==> config.mk <==
export PLATFORM = sky130hd
export DESIGN_NAME = semaphore_table_unit
export DESIGN_NICKNAME = d
export VERILOG_FILES = /design/src/hw/rtl/stu_pkg.sv /design/src/hw/rtl/semaphore_table_unit.sv /design/src/hw/rtl/stu_cell.sv
export VERILOG_INCLUDE_DIRS = /design/src /design/src/hw/rtl
export SDC_FILE = /design/constraint.sdc
export NUM_CORES = 2
export LEC_CHECK = 0
export ABC_AREA = 1
export ABC_CLOCK_PERIOD_IN_PS = 3100
export BUFFER_PORTS_ARGS = -buffer_cell sky130_fd_sc_hd__buf_4
export CAP_MARGIN = 20
export CORE_UTILIZATION = 45
export DETAILED_ROUTE_END_ITERATION = 10
export SLEW_MARGIN = 0
export SYNTH_ARGS = -nofsm -noshare
export SYNTH_HDL_FRONTEND = slang
export SYNTH_SLANG_ARGS = --single-unit
==> constraint.sdc <==
create_clock -name i_clk -period 3.1 [get_ports i_clk]
set_input_delay 0 -clock i_clk [delete_from_list [all_inputs] [get_ports i_clk]]
set_output_delay 0 -clock i_clk [all_outputs]
set_load 0.05 [all_outputs]
==> src/hw/rtl/assert_macros.svh <==
// Assertion macros shared by the RTL of the semaphore table.
// Each macro expands to one labeled concurrent assertion that is clocked on
// the rising edge and disabled while the active-low reset is asserted.
`ifndef ASSERT_MACROS_SVH
`define ASSERT_MACROS_SVH

// Check that a property holds at every edge outside reset.
`define STU_ASSERT(lbl, clk, rst_n, prop, msg) \
    lbl: assert property (@(posedge clk) disable iff (!rst_n) (prop)) else $error(msg);

// Check that an expression is never true outside reset.
`define STU_NEVER(lbl, clk, rst_n, expr, msg) \
    lbl: assert property (@(posedge clk) disable iff (!rst_n) !(expr)) else $error(msg);

`endif

==> src/hw/rtl/stu_pkg.sv <==
// ----------------------------------------------------------------------------
// stu_pkg
// Types, codes and sizes shared by the semaphore table cells and top level.
// ----------------------------------------------------------------------------
package stu_pkg;

    // Sizes
    localparam int NUM_SLOTS_DEF = 16;
    localparam int HANDLE_W      = 4;
    localparam int HANDLE_SPAN   = 1 << HANDLE_W;
    localparam int ID_W          = 8;
    localparam int CNT_W         = 8;
    localparam int TASK_W        = 8;
    localparam int OP_W          = 3;
    localparam int STATUS_W      = 3;

    // Operation codes
    typedef enum logic [OP_W-1:0] {
        OP_CREATE  = 3'd0,
        OP_LOOKUP  = 3'd1,
        OP_ACQUIRE = 3'd2,
        OP_RELEASE = 3'd3,
        OP_UNLOCK  = 3'd4
    } t_op;

    // Result status codes
    typedef enum logic [STATUS_W-1:0] {
        ST_OK       = 3'd0,
        ST_DUP      = 3'd1,
        ST_FULL     = 3'd2,
        ST_NOTFOUND = 3'd3,
        ST_UNAVAIL  = 3'd4,
        ST_ATMAX    = 3'd5,
        ST_NOTOWNER = 3'd6
    } t_status;

    // Request token that walks down the row of cells
    typedef struct packed {
        logic                valid;
        logic [OP_W-1:0]     op;
        logic [ID_W-1:0]     sem_id;
        logic [HANDLE_W-1:0] handle;
        logic [TASK_W-1:0]   task_id;
        logic                found;      // an active cell matched the id
        logic                free_found; // a free cell was seen
        logic [HANDLE_W-1:0] free_idx;   // lowest free cell
        t_status             status;
        logic [HANDLE_W-1:0] handle_out;
        logic [CNT_W-1:0]    count_out;
    } t_pkt;

    // Slot fill broadcast for a successful create
    typedef struct packed {
        logic                en;
        logic [HANDLE_W-1:0] idx;
        logic [ID_W-1:0]     ident;
        logic [CNT_W-1:0]    value;
    } t_wr;

endpackage

==> src/hw/rtl/semaphore_table_unit.sv <==
// ----------------------------------------------------------------------------
// semaphore_table_unit
// Table of counting semaphores built as a row of slot cells.
// ----------------------------------------------------------------------------
// Usage:
//   Drive an operation on i_op and its operands, then raise start while busy
//   is low; the operation transfers at that edge and busy rises.
//   A request token enters the first cell and moves one cell per cycle; each
//   cell checks the id or handle against its own slot and updates itself.
//   Create writes the chosen free slot once the token has left the last cell,
//   after the duplicate check over all slots is complete.
//   The result appears on o_status, o_handle_out and o_count_out for exactly
//   one cycle with o_done high; o_done is registered from the token leaving
//   the last of USED = min(NUM_SLOTS, 16) cells. busy drops in the cycle
//   o_done is shown, so a new operation can be accepted then; the walk through
//   the cell row must end before the next operation is taken.
//   The receiver must take the result in that cycle; it cannot stall it.
//   Reset empties all slots and drops any operation in progress.
// ----------------------------------------------------------------------------
`include "assert_macros.svh"

module semaphore_table_unit import stu_pkg::*; #(
    parameter int NUM_SLOTS = NUM_SLOTS_DEF
) (
    input  logic                i_clk,
    input  logic                i_rst_n,
    input  logic                start,
    output logic                busy,
    input  logic [OP_W-1:0]     i_op,
    input  logic [ID_W-1:0]     i_sem_id,
    input  logic [CNT_W-1:0]    i_initial_value,
    input  logic [HANDLE_W-1:0] i_handle,
    input  logic [TASK_W-1:0]   i_task_id,
    output logic                o_done,
    output logic [STATUS_W-1:0] o_status,
    output logic [HANDLE_W-1:0] o_handle_out,
    output logic [CNT_W-1:0]    o_count_out
);

    localparam int USED = (NUM_SLOTS < HANDLE_SPAN) ? NUM_SLOTS : HANDLE_SPAN;

    logic                r_busy, n_busy;
    logic [CNT_W-1:0]    r_init;
    t_pkt                r_inj, n_inj;
    logic                r_done;
    t_status             r_status, n_status;
    logic [HANDLE_W-1:0] r_hout, n_hout;
    logic [CNT_W-1:0]    r_cnt, n_cnt;
    t_wr                 w_wr;
    t_pkt                w_pkt [USED+1];
    logic [USED:0]       w_vld;
    logic                accept;
    t_pkt                last;

    assign accept = start && !r_busy;
    assign last   = w_pkt[USED];

    // Build the request token
    always_comb begin
        n_inj = '0;
        if (accept) begin
            n_inj.valid   = 1'b1;
            n_inj.op      = i_op;
            n_inj.sem_id  = i_sem_id;
            n_inj.handle  = i_handle;
            n_inj.task_id = i_task_id;
            n_inj.status  = ST_NOTFOUND;
        end
    end

    assign w_pkt[0] = r_inj;

    // Row of slot cells
    for (genvar g = 0; g < USED; g++) begin : g_cell
        stu_cell #(
            .CELL_IDX(HANDLE_W'(g))
        ) u_cell (
            .i_clk  (i_clk),
            .i_rst_n(i_rst_n),
            .i_pkt  (w_pkt[g]),
            .i_wr   (w_wr),
            .o_pkt  (w_pkt[g+1])
        );
    end

    for (genvar g = 0; g <= USED; g++) begin : g_vld
        assign w_vld[g] = w_pkt[g].valid;
    end

    // Finish the token: settle the result and busy, and fill the chosen slot for create
    always_comb begin
        w_wr     = '0;
        n_status = t_status'(last.status);
        n_hout   = last.handle_out;
        n_cnt    = last.count_out;
        n_busy   = r_busy;
        if (accept) begin
            n_busy = 1'b1;
        end
        if (last.valid) begin
            n_busy = 1'b0;
            if (last.op == OP_CREATE) begin
                n_hout = '0;
                n_cnt  = '0;
                if (last.found) begin
                    n_status = ST_DUP;
                end else if (!last.free_found) begin
                    n_status = ST_FULL;
                end else begin
                    n_status  = ST_OK;
                    n_hout    = last.free_idx;
                    n_cnt     = r_init;
                    w_wr.en   = 1'b1;
                    w_wr.idx  = last.free_idx;
                    w_wr.ident = last.sem_id;
                    w_wr.value = r_init;
                end
            end
        end
    end

    // Control registers
    always_ff @(posedge i_clk) begin
        if (!i_rst_n) begin
            r_busy <= 1'b0;
            r_inj  <= '0;
            r_done <= 1'b0;
        end else begin
            r_busy <= n_busy;
            r_inj  <= n_inj;
            r_done <= last.valid;
        end
    end

    // Payload registers
    always_ff @(posedge i_clk) begin
        if (accept) begin
            r_init <= i_initial_value;
        end
        r_status <= n_status;
        r_hout   <= n_hout;
        r_cnt    <= n_cnt;
    end

    assign busy         = r_busy;
    assign o_done       = r_done;
    assign o_status     = r_status;
    assign o_handle_out = r_hout;
    assign o_count_out  = r_cnt;

    // Checks
    `STU_ASSERT(a_latency, i_clk, i_rst_n, accept |-> ##(USED+2) o_done, "result latency wrong")
    `STU_ASSERT(a_one_token, i_clk, i_rst_n, $onehot0(w_vld), "more than one token in flight")
    `STU_ASSERT(a_busy_token, i_clk, i_rst_n, (w_vld != '0) |-> r_busy, "token while idle")
    `STU_NEVER(a_done_pair, i_clk, i_rst_n, o_done && $past(o_done), "result strobe too long")

endmodule

==> src/hw/rtl/stu_cell.sv <==
// ----------------------------------------------------------------------------
// stu_cell
// One semaphore slot: holds its state, serves the request token as it passes
// and hands the token to the next cell through its output register.
// ----------------------------------------------------------------------------
module stu_cell import stu_pkg::*; #(
    parameter logic [HANDLE_W-1:0] CELL_IDX = '0
) (
    input  logic i_clk,
    input  logic i_rst_n,
    input  t_pkt i_pkt,
    input  t_wr  i_wr,
    output t_pkt o_pkt
);

    logic              r_in_use, n_in_use;
    logic [ID_W-1:0]   r_ident, n_ident;
    logic [CNT_W-1:0]  r_count, n_count;
    logic [CNT_W-1:0]  r_limit, n_limit;
    logic              r_own_valid, n_own_valid;
    logic [TASK_W-1:0] r_own_task, n_own_task;
    t_pkt              r_pkt, n_pkt;

    logic hit_id;
    logic hit_h;

    assign hit_id = r_in_use && (r_ident == i_pkt.sem_id);
    assign hit_h  = r_in_use && (i_pkt.handle == CELL_IDX);

    // Serve the token and update the slot
    always_comb begin
        n_in_use    = r_in_use;
        n_ident     = r_ident;
        n_count     = r_count;
        n_limit     = r_limit;
        n_own_valid = r_own_valid;
        n_own_task  = r_own_task;
        n_pkt       = i_pkt;

        if (i_wr.en && (i_wr.idx == CELL_IDX)) begin
            n_in_use    = 1'b1;
            n_ident     = i_wr.ident;
            n_count     = i_wr.value;
            n_limit     = i_wr.value;
            n_own_valid = 1'b0;
        end else if (i_pkt.valid) begin
            unique case (i_pkt.op)
                OP_CREATE: begin
                    if (hit_id) begin
                        n_pkt.found = 1'b1;
                    end
                    if (!r_in_use && !i_pkt.free_found) begin
                        n_pkt.free_found = 1'b1;
                        n_pkt.free_idx   = CELL_IDX;
                    end
                end
                OP_LOOKUP: begin
                    if (hit_id && !i_pkt.found) begin
                        n_pkt.found      = 1'b1;
                        n_pkt.status     = ST_OK;
                        n_pkt.handle_out = CELL_IDX;
                        n_pkt.count_out  = r_count;
                    end
                end
                OP_ACQUIRE: begin
                    if (hit_h) begin
                        if (r_count != '0) begin
                            n_count      = r_count - CNT_W'(1);
                            n_own_valid  = 1'b1;
                            n_own_task   = i_pkt.task_id;
                            n_pkt.status = ST_OK;
                        end else begin
                            n_pkt.status = ST_UNAVAIL;
                        end
                        n_pkt.count_out = n_count;
                    end
                end
                OP_RELEASE: begin
                    if (hit_h) begin
                        if (r_count < r_limit) begin
                            n_count      = r_count + CNT_W'(1);
                            n_own_valid  = 1'b0;
                            n_pkt.status = ST_OK;
                        end else begin
                            n_pkt.status = ST_ATMAX;
                        end
                        n_pkt.count_out = n_count;
                    end
                end
                OP_UNLOCK: begin
                    if (hit_h) begin
                        if (!(r_own_valid && (r_own_task == i_pkt.task_id))) begin
                            n_pkt.status = ST_NOTOWNER;
                        end else if (r_count < r_limit) begin
                            n_count      = r_count + CNT_W'(1);
                            n_own_valid  = 1'b0;
                            n_pkt.status = ST_OK;
                        end else begin
                            n_pkt.status = ST_ATMAX;
                        end
                        n_pkt.count_out = n_count;
                    end
                end
                default: begin
                    n_pkt = i_pkt;
                end
            endcase
        end
    end

    // Hold control state under reset
    always_ff @(posedge i_clk) begin
        if (!i_rst_n) begin
            r_in_use    <= 1'b0;
            r_count     <= '0;
            r_limit     <= '0;
            r_own_valid <= 1'b0;
            r_pkt       <= '0;
        end else begin
            r_in_use    <= n_in_use;
            r_count     <= n_count;
            r_limit     <= n_limit;
            r_own_valid <= n_own_valid;
            r_pkt       <= n_pkt;
        end
    end

    // Payload storage
    always_ff @(posedge i_clk) begin
        r_ident    <= n_ident;
        r_own_task <= n_own_task;
    end

    assign o_pkt = r_pkt;

endmodule

==> impl_metrics.env <==
export IMPL_wirelength_mm=231
export IMPL_die_w_um=387
export IMPL_startpoint_type="flop"
export IMPL_synthArstFlopShare_pct=0
export IMPL_synth_edf_count=264
export IMPL_synth_area_um2=66600
export IMPL_cts_tree="done"
export IMPL_clk_path_buf_depth=3
export IMPL_use_met2_pct=50.5
export IMPL_power_leakage_nw=36.4
export IMPL_drive_gt1_share_pct=6.92
export IMPL_maxSlewViolCount=0
export IMPL_irDropWorstVdd_uv=478
export IMPL_cp_end_kind="flop"
export IMPL_cap_violations=0
export IMPL_rows=140
export IMPL_finalSetupViolCount=0
export IMPL_drc=0
export IMPL_setup_worst_path_start="g_cell[15].u_cell.r_own_task[5]$_DFFE_PP_"
export IMPL_synth_nets=9844
export IMPL_start_util_pct=45.6
export IMPL_synth_seq_cells=1271
export IMPL_ios=51
export IMPL_min_period_ns=2.75
export IMPL_relSlewSlack_pct=38.6
export IMPL_cpPeakStageDelay_ns=0.39
export IMPL_arrival_ns=3.25
export IMPL_endpoint="g_cell[15].u_cell.r_own_task[1]$_DFFE_PP_"
export IMPL_grt_pass1_vias=60700
export IMPL_grt_pass1_wl_mm=353
export IMPL_ctsRootBufferMaster="clkbuf_16"
export IMPL_wl_per_cell_um=19.4
export IMPL_ys_seq_area_share_pct=42.2
export IMPL_grt_ovfl_total=0
export IMPL_finalNetCount=10100
export IMPL_hold_viol_final=0
export IMPL_synthCells=9650
export IMPL_finalClockSkew_ns=0.0288
export IMPL_drt_iter0_drc=5331
export IMPL_path_class="flop to flop"
export IMPL_first_pass_iters=8
export IMPL_rrSetupSlack_ns=0.35
export IMPL_synth_ff_type="dfxtp_1"
export IMPL_insertion_delay_ns=0.80
export IMPL_powerDensity_nw_per_um2=462
export IMPL_coreArea_um2=146000
export IMPL_synth_distinct_cells=56
export IMPL_die_h_um=387
export IMPL_ctsResizeCount=0
export IMPL_crit_family="simple AND/OR/NAND/NOR gates"
export IMPL_path_cells="nand2_1 > o21ai_0 > nor3_1 > nand3_1 > nand2_1 > nand4_1 > nor2_1 > nand2_1 > nor2_1 > buf_4"
export IMPL_slowest_stage="edfxtp_1"
export IMPL_layout_common_cells="nand2_1 (2,500), inv_1 (1,587), dfxtp_1 (1,007)"
export IMPL_cp_buffers_inverters=1
export IMPL_period_share_pct=88.9
export IMPL_numCtsBuffers=142
export IMPL_hpwl_mm=173
export IMPL_rsz0062_at_grt="no"
export IMPL_rr_worst_depth=10
export IMPL_cp_max_fo=8
export IMPL_grt_max_degree=107
export IMPL_use_met1_pct=38.7
export IMPL_vias=64000
export IMPL_clock_sinks=1271
export IMPL_antenna_found_initial=5
export IMPL_met3_usage_pct=3.63
export IMPL_worstMarginPinSlew_ns=0.918
export IMPL_h_tree_depth=4
export IMPL_worstPathRequired_ns=3.60
export IMPL_via_per_inst=5.37
export IMPL_syn_avg_cell_area_um2=6.90
export IMPL_r2r_end="g_cell[15].u_cell.r_own_task[1]$_DFFE_PP_"
export IMPL_clk_pin_slew_worst_paths_ns=0.06
export IMPL_antenna_left=0
export IMPL_synth_warnings=0
export IMPL_die_area_um2=150000
export IMPL_status="finished, final reports clean"
export IMPL_top_usage_layer="met2"
export IMPL_final_common_cell="nand2_1"
export IMPL_tns_ns=0
export IMPL_fmax_mhz=363
export IMPL_grtUsageTotal_pct=30.1
export IMPL_path_depth=10
export IMPL_gp_congestion=0.945
export IMPL_final_util_pct=51.8
export IMPL_synthToLayoutAreaGrowth_pct=13.8
export IMPL_r2r_start="g_cell[15].u_cell.r_own_task[5]$_DFFE_PP_"
export IMPL_io_buffers=50
export IMPL_cp_common_cell="nand2_1"
export IMPL_hold_path_class="input pin to flop"
[routing by layer]
metal  part of all wire [%]  up-vias
li1                       -    31500
met1                     43    30000
met2                     47     2091
met3                    5.3      499
met4                    4.8        4
met5                  0.012        -
[cells by family after synthesis]
| kind of cell | synth area share, % |
|---|---|
| adders and majority gates | 3.00 |
| DFF | 42.2 |
| AOI/OAI and AO/OA | 11.3 |
| and+or+nand+nor | 30.6 |
| xor gates and xnor gates | 2.23 |
| buffers and inverters | 10.7 |
[report_power, final]
group	switching (mW)	internal, mW	total, mW
clock	7.36	10.1	17.5
sequential	0.0503	16.9	16.9
combinational	0.438	0.182	0.619
total	7.85	27.2	35.0
[worst reg2reg max path, delay by kind of cell, from the launching register on]
kind / cells / cell delay (ns)
AO/OA/AOI/OAI: 1 / 0.07
flip-flops: 1 / 0.39
AND/OR/NAND/NOR: 8 / 1.79
buffers and inverters: 1 / 0.19
[what timing repair did]
item | CTS | global route
buffers inserted | 0 | 0
endpoints found under the hold margin | 246 | 0
hold buffers | 64 | 0
setup endpoints to repair | 0 | 0
[registers in the layout, summed over array words and instances, names as in the netlist]
name / flops
busy: 1
g_cell.u_cell.o_pkt: 678
g_cell.u_cell.r_count: 128
g_cell.u_cell.r_ident: 128
g_cell.u_cell.r_in_use: 16
g_cell.u_cell.r_limit: 128
g_cell.u_cell.r_own_task: 128
g_cell.u_cell.r_own_valid: 16
o_count_out: 8
o_done: 1
o_handle_out: 4
o_status: 3
r_init: 8
r_inj: 24
[cell usage after synthesis, drive strengths merged (59+ instances only)]
| cell | n | area [µm²] |
|---|---|---|
| buf | 59 | 295 |
| xor2 | 122 | 1070 |
| nor2 | 843 | 3270 |
| nand4 | 199 | 1260 |
| edfxtp | 264 | 7930 |
| dfxtp | 1007 | 20200 |
| ha | 160 | 2000 |
| o22ai | 110 | 688 |
| nor3 | 141 | 827 |
| nand3 | 875 | 4400 |
| a21oi | 564 | 2830 |
| or2 | 95 | 594 |
| nand2 | 2516 | 9480 |
| inv | 1614 | 6060 |
| clkbuf | 177 | 667 |
| o21ai | 660 | 3310 |
[worst min path at each step]
stage / slack (ns) / cells past startpoint / to / start
detailed placement: 0.18 / 1 / r_init[7]$_DFFE_PP_ / i_initial_value[7]
global placement: 0.18 / 1 / r_init[7]$_DFFE_PP_ / i_initial_value[7]
global route: 0.30 / 4 / g_cell[0].u_cell.o_pkt[41]$_SDFF_PN0_ / i_rst_n
CTS: 0.24 / 4 / g_cell[0].u_cell.o_pkt[41]$_SDFF_PN0_ / i_rst_n
finish: 0.31 / 4 / g_cell[0].u_cell.o_pkt[29]$_SDFF_PN0_ / i_rst_n
floorplan: 0.1 / 0 / r_init[0]$_DFFE_PP_ / i_initial_value[0]
[final cells by class]
cell class,count,area (µm²)
Timing Repair Buffer,321,2760
Fill cell,14800,70500
Sequential cell,1271,28100
Inverter,1636,6150
Clock buffer,194,4010
Antenna cell,2,5.00
Clock inverter,71,878
Tap cell,1917,2400
Multi-Input combinational cell,6507,31500
[metrics by stage]
| stage | power, mW | area (µm²) | std cells | worst slack, ns | hold WS [ns] |
|---|---|---|---|---|---|
| 3_5_place_dp | 17.8 | 70200 | 11600 | 0.408 | 0.180 |
| 4_1_cts | 35.4 | 75800 | 11900 | 0.375 | 0.242 |
| 2_1_floorplan | 17.5 | 66600 | 9650 | 0.665 | 0.0989 |
| 5_1_grt | 36.0 | 75800 | 11900 | 0.131 | 0.303 |
| 6_report | 35.0 | 75800 | 11900 | 0.345 | 0.307 |
| 3_3_place_gp | 17.8 | 70200 | 11600 | 0.404 | 0.179 |
Power figures use the tool's default switching activity.
